[src/hw/rtl/spr_pkg.sv]
// Shared types and constants for the stream pattern replace block.
package spr_pkg;

  localparam int unsigned CFG_W       = 64;  // widest configuration register
  localparam int unsigned LEN_W       = 4;   // length registers and counts
  localparam int unsigned ADDR_W      = 2;   // configuration register index
  localparam int unsigned MAX_LEN_DEF = 8;   // longest pattern / replacement

  // configuration register indexes
  localparam logic [ADDR_W-1:0] REG_PATTERN     = 2'd0;
  localparam logic [ADDR_W-1:0] REG_PATTERN_LEN = 2'd1;
  localparam logic [ADDR_W-1:0] REG_REPLACE     = 2'd2;
  localparam logic [ADDR_W-1:0] REG_REPLACE_LEN = 2'd3;

  // configuration as seen by the matcher, lengths already clamped
  typedef struct packed {
    logic [CFG_W-1:0] pat;
    logic [LEN_W-1:0] plen;
    logic [CFG_W-1:0] rep;
    logic [LEN_W-1:0] rlen;
  } spr_cfg_t;

  // one input request
  typedef struct packed {
    logic [7:0] data;
    logic       fin;
  } spr_item_t;

  // control of one burst of results
  typedef struct packed {
    logic [LEN_W-1:0] cnt;       // results in the burst, 1..MAX_LEN
    logic             has_data;  // 0 only for the empty end marker
    logic             fin;       // burst closes the stream
  } spr_burst_t;

endpackage

[src/hw/rtl/spr_cfg.sv]
// Configuration registers with length clamping.
module spr_cfg #(
  parameter int unsigned MAX_LEN = spr_pkg::MAX_LEN_DEF
) (
  input  logic                        clk,
  input  logic                        rst,
  input  logic                        cfg_we,
  input  logic [spr_pkg::ADDR_W-1:0]  cfg_addr,
  input  logic [spr_pkg::CFG_W-1:0]   cfg_data,
  output spr_pkg::spr_cfg_t           cfg,
  output logic                        clr_fill
);

  logic [spr_pkg::CFG_W-1:0] pattern;
  logic [spr_pkg::LEN_W-1:0] pattern_len;
  logic [spr_pkg::CFG_W-1:0] replace;
  logic [spr_pkg::LEN_W-1:0] replace_len;

  localparam logic [spr_pkg::LEN_W-1:0] MaxLen = spr_pkg::LEN_W'(MAX_LEN);

  always_ff @(posedge clk) begin
    if (rst) begin
      pattern     <= '0;
      pattern_len <= spr_pkg::LEN_W'(1);
      replace     <= '0;
      replace_len <= '0;
    end else if (cfg_we) begin
      unique case (cfg_addr)
        spr_pkg::REG_PATTERN:     pattern     <= cfg_data;
        spr_pkg::REG_PATTERN_LEN: pattern_len <= cfg_data[spr_pkg::LEN_W-1:0];
        spr_pkg::REG_REPLACE:     replace     <= cfg_data;
        spr_pkg::REG_REPLACE_LEN: replace_len <= cfg_data[spr_pkg::LEN_W-1:0];
        default: ;
      endcase
    end
  end

  // new pattern length drops whatever the window holds
  assign clr_fill = cfg_we && (cfg_addr == spr_pkg::REG_PATTERN_LEN);

  always_comb begin
    cfg.pat  = pattern;
    cfg.rep  = replace;
    if (pattern_len == '0)        cfg.plen = spr_pkg::LEN_W'(1);
    else if (pattern_len > MaxLen) cfg.plen = MaxLen;
    else                          cfg.plen = pattern_len;
    cfg.rlen = (replace_len > MaxLen) ? MaxLen : replace_len;
  end

endmodule

[src/hw/rtl/spr_in_skid.sv]
// Input register with skid entry; ready is a plain flop.
module spr_in_skid (
  input  logic               clk,
  input  logic               rst,
  input  logic               s_tvalid,
  output logic               s_tready,
  input  spr_pkg::spr_item_t in_item,
  output logic               item_valid,
  output spr_pkg::spr_item_t item,
  input  logic               item_take
);

  logic               main_v;
  logic               skid_v;
  spr_pkg::spr_item_t skid;
  logic               accept;

  assign s_tready   = !skid_v;
  assign accept     = s_tvalid && !skid_v;
  assign item_valid = main_v;

  always_ff @(posedge clk) begin
    if (rst) begin
      main_v <= 1'b0;
      skid_v <= 1'b0;
    end else if (main_v && item_take) begin
      if (skid_v) begin
        item   <= skid;
        skid_v <= 1'b0;
      end else if (accept) begin
        item <= in_item;
      end else begin
        main_v <= 1'b0;
      end
    end else if (accept) begin
      if (!main_v) begin
        item   <= in_item;
        main_v <= 1'b1;
      end else begin
        skid   <= in_item;
        skid_v <= 1'b1;
      end
    end
  end

endmodule

[src/hw/rtl/spr_core.sv]
// Match window, pattern compare and result selection for one request.
module spr_core #(
  parameter int unsigned MAX_LEN = spr_pkg::MAX_LEN_DEF
) (
  input  logic                 clk,
  input  logic                 rst,
  input  spr_pkg::spr_cfg_t    cfg,
  input  logic                 clr_fill,
  input  logic                 item_valid,
  input  spr_pkg::spr_item_t   item,
  input  logic                 emit_ready,
  output logic                 item_take,
  output logic                 burst_load,
  output spr_pkg::spr_burst_t  burst,
  output logic [MAX_LEN*8-1:0] burst_bytes
);

  localparam int unsigned LW = spr_pkg::LEN_W;

  logic [7:0]    win     [MAX_LEN];
  logic [7:0]    win_w   [MAX_LEN];
  logic [7:0]    win_s   [MAX_LEN];
  logic [LW-1:0] fill;
  logic [LW-1:0] fill0;
  logic [LW-1:0] fill1;
  logic [LW-1:0] fill_next;
  logic [LW-1:0] n;
  logic          full;
  logic          hit;
  logic          marker;

  assign item_take = item_valid && emit_ready;

  always_comb begin
    fill0 = (fill >= cfg.plen) ? '0 : fill;
    fill1 = fill0 + LW'(1);
    full  = (fill1 == cfg.plen);

    for (int k = 0; k < MAX_LEN; k++) begin
      win_w[k] = (LW'(k) == fill0) ? item.data : win[k];
    end
    for (int k = 0; k < MAX_LEN; k++) begin
      win_s[k] = (k < MAX_LEN - 1) ? win_w[(k + 1) % MAX_LEN] : win_w[k];
    end

    hit = 1'b1;
    for (int k = 0; k < MAX_LEN; k++) begin
      if ((LW'(k) < cfg.plen) && (win_w[k] != cfg.pat[k*8 +: 8])) hit = 1'b0;
    end

    // results: replacement on a hit, oldest byte on a miss, whole window on flush
    if (full && hit)  n = cfg.rlen;
    else if (full)    n = item.fin ? cfg.plen : LW'(1);
    else              n = item.fin ? fill1 : '0;
    marker = item.fin && (n == '0);

    if (item.fin || (full && hit)) fill_next = '0;
    else if (full)                 fill_next = cfg.plen - LW'(1);
    else                           fill_next = fill1;

    burst.cnt      = marker ? LW'(1) : n;
    burst.has_data = !marker;
    burst.fin      = item.fin;
    for (int k = 0; k < MAX_LEN; k++) begin
      if (marker)           burst_bytes[k*8 +: 8] = '0;
      else if (full && hit) burst_bytes[k*8 +: 8] = cfg.rep[k*8 +: 8];
      else                  burst_bytes[k*8 +: 8] = win_w[k];
    end
    burst_load = item_take && (n != '0 || marker);
  end

  always_ff @(posedge clk) begin
    if (rst) begin
      fill <= '0;
    end else if (clr_fill) begin
      fill <= '0;
    end else if (item_take) begin
      fill <= fill_next;
    end
  end

  always_ff @(posedge clk) begin
    if (item_take) begin
      for (int k = 0; k < MAX_LEN; k++) begin
        win[k] <= (full && !hit) ? win_s[k] : win_w[k];
      end
    end
  end

endmodule

[src/hw/rtl/spr_emit.sv]
// Burst register; sends one result per cycle while m_tready is high, oldest byte first.
module spr_emit #(
  parameter int unsigned MAX_LEN = spr_pkg::MAX_LEN_DEF
) (
  input  logic                 clk,
  input  logic                 rst,
  input  logic                 burst_load,
  input  spr_pkg::spr_burst_t  burst,
  input  logic [MAX_LEN*8-1:0] burst_bytes,
  output logic                 emit_ready,
  output logic                 m_tvalid,
  input  logic                 m_tready,
  output logic [7:0]           m_tdata,
  output logic                 m_tlast,
  output logic [1:0]           m_tuser
);

  localparam int unsigned LW = spr_pkg::LEN_W;

  logic                 b_valid;
  spr_pkg::spr_burst_t  ctl;
  logic [MAX_LEN*8-1:0] bytes;
  logic                 last;

  assign last       = (ctl.cnt == LW'(1));
  assign emit_ready = !b_valid || (last && m_tready);

  assign m_tvalid = b_valid;
  assign m_tdata  = bytes[7:0];
  assign m_tlast  = last;
  assign m_tuser  = {last && ctl.fin, ctl.has_data};

  always_ff @(posedge clk) begin
    if (rst) begin
      b_valid <= 1'b0;
    end else if (burst_load) begin
      b_valid <= 1'b1;
    end else if (b_valid && m_tready && last) begin
      b_valid <= 1'b0;
    end
  end

  always_ff @(posedge clk) begin
    if (burst_load) begin
      ctl   <= burst;
      bytes <= burst_bytes;
    end else if (b_valid && m_tready) begin
      ctl.cnt <= ctl.cnt - LW'(1);
      bytes   <= bytes >> 8;
    end
  end

endmodule

[src/hw/rtl/stream_pattern_replace.sv]
// Top level of the streaming find-and-replace block.
//
// Usage: configure the pattern (1..MAX_LEN bytes) and the replacement
// (0..MAX_LEN bytes) through the cfg_* write port while the block is idle,
// then stream bytes in on s_* (tdata = byte, tlast = final byte of the stream).
// Every leftmost, non-overlapping occurrence of the pattern comes out on m_*
// replaced; tlast marks the last result of one request, tuser[0] says the
// byte is real (0 only on the empty end marker), tuser[1] marks stream end.
// A request that yields zero or one result lets the next one through as soon
// as the burst register can take it; one that yields n results (replacement or
// final flush) holds the burst register until all n are sent, and the input
// side waits on it once its skid entry is full.
// s_tready comes straight from a flop (skid entry empty), so it never
// depends on m_tready combinationally.
// Reset (rst, synchronous) empties the pipeline and the window and restores
// pattern length 1, replacement length 0. Writing the pattern length drops
// any bytes the window holds.
// Receiver stall: results hold on m_*, the input skid fills, then s_tready
// drops until the burst drains.
module stream_pattern_replace #(
  parameter int unsigned MAX_LEN = spr_pkg::MAX_LEN_DEF
) (
  input  logic                       clk,
  input  logic                       rst,
  // configuration write port
  input  logic                       cfg_we,
  input  logic [spr_pkg::ADDR_W-1:0] cfg_addr,
  input  logic [spr_pkg::CFG_W-1:0]  cfg_data,
  // input stream
  input  logic                       s_tvalid,
  output logic                       s_tready,
  input  logic [7:0]                 s_tdata,   // [7:0] in_byte
  input  logic                       s_tlast,   // in_final
  // output stream
  output logic                       m_tvalid,
  input  logic                       m_tready,
  output logic [7:0]                 m_tdata,   // [7:0] out_byte
  output logic                       m_tlast,   // run_last
  output logic [1:0]                 m_tuser    // [0] byte_valid, [1] stream_end
);

  spr_pkg::spr_cfg_t    cfg;
  logic                 clr_fill;
  spr_pkg::spr_item_t   in_item;
  spr_pkg::spr_item_t   item;
  logic                 item_valid;
  logic                 item_take;
  logic                 emit_ready;
  logic                 burst_load;
  spr_pkg::spr_burst_t  burst;
  logic [MAX_LEN*8-1:0] burst_bytes;

  assign in_item.data = s_tdata;
  assign in_item.fin  = s_tlast;

  spr_cfg #(.MAX_LEN(MAX_LEN)) u_cfg (
    .clk      (clk),
    .rst      (rst),
    .cfg_we   (cfg_we),
    .cfg_addr (cfg_addr),
    .cfg_data (cfg_data),
    .cfg      (cfg),
    .clr_fill (clr_fill)
  );

  // input request register plus one skid entry
  spr_in_skid u_in (
    .clk        (clk),
    .rst        (rst),
    .s_tvalid   (s_tvalid),
    .s_tready   (s_tready),
    .in_item    (in_item),
    .item_valid (item_valid),
    .item       (item),
    .item_take  (item_take)
  );

  // window update and burst selection, one request per cycle while the burst register can take it
  spr_core #(.MAX_LEN(MAX_LEN)) u_core (
    .clk         (clk),
    .rst         (rst),
    .cfg         (cfg),
    .clr_fill    (clr_fill),
    .item_valid  (item_valid),
    .item        (item),
    .emit_ready  (emit_ready),
    .item_take   (item_take),
    .burst_load  (burst_load),
    .burst       (burst),
    .burst_bytes (burst_bytes)
  );

  // burst register drained one byte per accepted output request
  spr_emit #(.MAX_LEN(MAX_LEN)) u_emit (
    .clk         (clk),
    .rst         (rst),
    .burst_load  (burst_load),
    .burst       (burst),
    .burst_bytes (burst_bytes),
    .emit_ready  (emit_ready),
    .m_tvalid    (m_tvalid),
    .m_tready    (m_tready),
    .m_tdata     (m_tdata),
    .m_tlast     (m_tlast),
    .m_tuser     (m_tuser)
  );

  // stream end can only close a run
  a_end_is_last: assert property (@(posedge clk) disable iff (rst)
    m_tvalid && m_tuser[1] |-> m_tlast)
    else $error("stream_end without run_last");

  // empty marker is a lone zero byte that ends the stream
  a_marker_form: assert property (@(posedge clk) disable iff (rst)
    m_tvalid && !m_tuser[0] |-> m_tlast && m_tuser[1] && (m_tdata == 8'd0))
    else $error("malformed end marker");

  // skid entry only fills behind a full input register
  a_skid_order: assert property (@(posedge clk) disable iff (rst)
    !s_tready |-> item_valid)
    else $error("skid entry full while input register empty");

  // the burst register is only loaded from a consumed request, while it can take one
  a_take_ready: assert property (@(posedge clk) disable iff (rst)
    burst_load |-> item_take && emit_ready)
    else $error("burst loaded without a consumed request");

endmodule

[config.mk]
export PLATFORM = sky130hd
export DESIGN_NAME = stream_pattern_replace
export DESIGN_NICKNAME = d
export VERILOG_FILES = /design/src/hw/rtl/spr_pkg.sv /design/src/hw/rtl/spr_cfg.sv /design/src/hw/rtl/spr_in_skid.sv /design/src/hw/rtl/spr_core.sv /design/src/hw/rtl/spr_emit.sv /design/src/hw/rtl/stream_pattern_replace.sv
export SDC_FILE = /design/constraint.sdc
export NUM_CORES = 1
export LEC_CHECK = 0
export BUFFER_PORTS_ARGS = -buffer_cell sky130_fd_sc_hd__buf_4
export CORE_MARGIN = 2
export CORE_UTILIZATION = 55
export CTS_BUF_LIST = sky130_fd_sc_hd__clkbuf_4
export DETAILED_ROUTE_END_ITERATION = 6
export PLACE_DENSITY = 0.73
export SYNTH_ARGS = -nofsm -noshare
export SYNTH_HDL_FRONTEND = slang
export SYNTH_SLANG_ARGS = --single-unit
export TNS_END_PERCENT = 100
[constraint.sdc]
create_clock -name clk -period 17.2 [get_ports clk]
set_input_delay 2.58 -clock clk [delete_from_list [all_inputs] [get_ports clk]]
set_output_delay 2.58 -clock clk [all_outputs]
set_load 0.005 [all_outputs]
==> impl_results.md <==
- Yosys reg bits: 295
- Syn Inst Count: about 1.6k
- H-tree levels: 3
- Initial Util: 0.559
- Syn Std Cell Area: 0.0151 mm^2
- Reg2Reg Setup Slack: 10260 ps
- Gp weighted congestion: 0.922
- HP Start: u_cfg.replace[59]
- Tot Pwr: about 1700 uW
- Die Y: between 150 and 200 um
- Fin. Hold Viols: 0
- Pleak: 0.00648 uW
- Area grow syn2layout: 12.2%
- CP Capture Type: register
- CTS tree: yes
- Predominant post-synthesis flop cell: edfxtp_1
- Initial DRC count: 1430
- Crit path launch: u_cfg.pattern_len[3]
- Total CTS buffers: 78
- Clock Root Buffer: clkbuf_4
- DRC Markers: 0
- Port Buffers: 92
- Ys Warns: 0
- Fillers: 2309
- Synth Area in Simple Gates: 0.155
- Commonest non-fill, non-tap cells in the layout: nand2_1, a21oi_1, edfxtp_1
- Max-cap violation count: 0
- Data required, critical path: around 18000 ps
- Clock insertion delay at the later pin of the skew report: 710 ps
- Fraction of the yosys area taken by sequential cells: 0.493
- Clk slew on worst S/H paths: 70 ps
- Vias in the first global route: 12.0k
- Peak Freq: 144 MHz
- Vias per cell: just over 6
- I/O pins: 93
- DIE AREA: 0.0287 mm^2
- Status: completed
- Drt first pass iters: 7
- Hold crit path type: reg2reg
- FF+latch area: 0.00743 mm^2
- DR WL/cell: 21.0 um
- CORE AREA: between 0.02 and 0.03 mm^2
- Multi-input logic area: 0.00688 mm^2
- Peak supply drop: between 0.04 and 0.05 mV
- CP Max Fanout: between 40 and 50
- Row count: 60
- RSZ-0062 raised after global routing: no
- Period minus WS final: 6940 ps
- TNS Setup: 0 ps
- Arr. time, crit path: 7340 ps
- Global Route Usage Sum: 0.302
- Setup-failing EPs final: 0
- Async set-or-reset flop fraction in the synthesized netlist: 0
- Die extent in x: 170 um
- Worst Skew: 42.2 ps
- CTS Sinks: 295
- Final-report max-slew violation count: 0
- Synth Area in XOR/XNOR: 0.0401
- First-pass GRT wire length: 66900 um
- Fin crit share: 0.404
- Setup CP Type: reg2reg
- GR Overflow Total: 0
- Initial antenna violation count: 4
- Share of post-route cells with drive strength above 1: 0.192
- Setup bufs post-CTS: 0
- ANT nets after route: 0
- PostCTS Resize Cnt: 0
- Avg Cell Area, Syn: 9.56 um^2
- Hpwl dp: 28100 um
- Critical R2R Launch: u_cfg.pattern_len[3]
- Post-synthesis mux area share: 0.0819
- Maximum clock insertion buffer count: 3
- Compound-gate portion of the synthesized area: 0.167
- Adder-Cell Fraction of Synth Area: 0.00997
- Post-synth EDFFs: 152
- Pwr/cell area: between 100 and 150 mW/mm^2
- Main combinational cell family by area after synthesis: compound AO/OA/AOI/OAI gates
- Startpoint types: register
- Syn nets: 1668
- Max_slew headroom: 0.176
- Vias after detailed routing: 12.5k
- Final nets: 1747
- Hold Buf Count CTS: 0
- Slew at the pin closest to its max-slew limit: approximately 1200 ps
- Most common cell after layout, fill and taps aside: nand2_1
- Count of different cell masters after synthesis: 78
- Largest net degree at the start of global routing: 73
- Final WL: ~43000 um
==> registers in the layout (all words and copies together) (netlist names), 4 cells and up <==
register,flops
u_cfg.replace_len,4
u_cfg.pattern_len,4
u_in.skid,9
u_in.item,9
u_emit.ctl,5
u_emit.bytes,64
u_core.win,64
u_cfg.pattern,64
u_cfg.replace,64
u_core.fill,4
==> report_power, final <==
group	switching (uW)	internal (uW)
logic	147	100
clock network	294	362
registers	33.5	801
total	474	1260
==> synth_stat cells, drive strengths merged (3+ instances only) <==
library cell,number,area [um^2]
a2111oi,3,26.3
a21oi,178,891
a221oi,3,26.3
a22o,9,78.8
a31oi,4,40.0
a32o,8,80.1
and2,5,31.3
and3,3,18.8
buf,53,349
clkbuf,64,240
dfxtp,143,2860
edfxtp,152,4560
ha,12,150
inv,56,210
mux2,31,349
mux2i,88,885
nand2,354,1330
nand2b,11,68.8
nand3,16,85.1
nand3b,4,30.0
nand4,8,56.3
nor2,68,258
nor2b,3,18.8
nor3,17,101
nor3b,4,35.0
nor4,11,90.1
o2111ai,17,149
o211ai,11,92.6
o21ai,25,140
o221a,18,203
o221ai,8,70.1
o22ai,15,93.8
o2bb2ai,40,350
o311ai,8,70.1
or2,4,25.0
or3,23,144
xnor2,52,455
xor2,17,149
==> worst max-delay path, stage by stage (launching register included) <==
cell       delay (ps)
dfxtp_1           480
inv_1             150
nand2_1           170
ha_1              260
o211ai_2          830
o21a_1            390
nand2_1           120
inv_1              70
ha_1              350
inv_1             320
o311ai_0          920
xnor2_1           210
nand4_2           190
o41ai_1           560
a31oi_4           150
or3_1             450
nand2b_2          760
o2bb2ai_1         200
==> per-stage QoR <==
| stage | cell area (um^2) | hold WS, ps | util | cells | setup slack [ps] |
|---|---|---|---|---|---|
| 2_1_floorplan | 15100 | 431 | - | 1576 | 7940 |
| 3_3_place_gp | 15800 | 444 | 0.587 | 1916 | 10750 |
| 3_5_place_dp | 15800 | 448 | 0.587 | 1916 | 10400 |
| 4_1_cts | 16900 | 456 | 0.627 | 2062 | 10370 |
| 5_1_grt | 16900 | 480 | 0.627 | 2064 | 9670 |
| 6_report | 16900 | 456 | 0.627 | 2064 | 10260 |
==> per-layer routing <==
| metal | share of wire | GRT usage | vias up |
|---|---|---|---|
| li1 | - | - | 5852 |
| met1 | 0.42 | 0.403 | 5905 |
| met2 | 0.45 | 0.466 | 618 |
| met3 | 0.089 | 0.0756 | 126 |
| met4 | 0.039 | 0.139 | 2 |
| met5 | 0.00046 | 0 | - |
==> logic make-up after synthesis <==
logic type | after synthesis
compound gates | 370
fa+ha+maj | 12
buf+inv | 175
flops | 295
mux | 119
xor+xnor | 69
simple gates | 536
==> worst paths after layout <==
check,to,cells past startpoint
worst min-delay path,u_cfg.replace[59],2
worst max register to register,u_emit.bytes[35],17
worst max-delay path,u_emit.bytes[35],17
worst min register to register,u_cfg.replace[59],2
==> cell type report <==
cell class                 instances  area share
antenna                            2    0.000296
tap                              341      0.0252
multi-input combinational       1106       0.407
timing repair buffer             116      0.0515
clock buffer                     133      0.0591
sequential                       295       0.439
clock inverter                    13     0.00452
inverter                          58      0.0129
(Power assumes the default switching activity.)
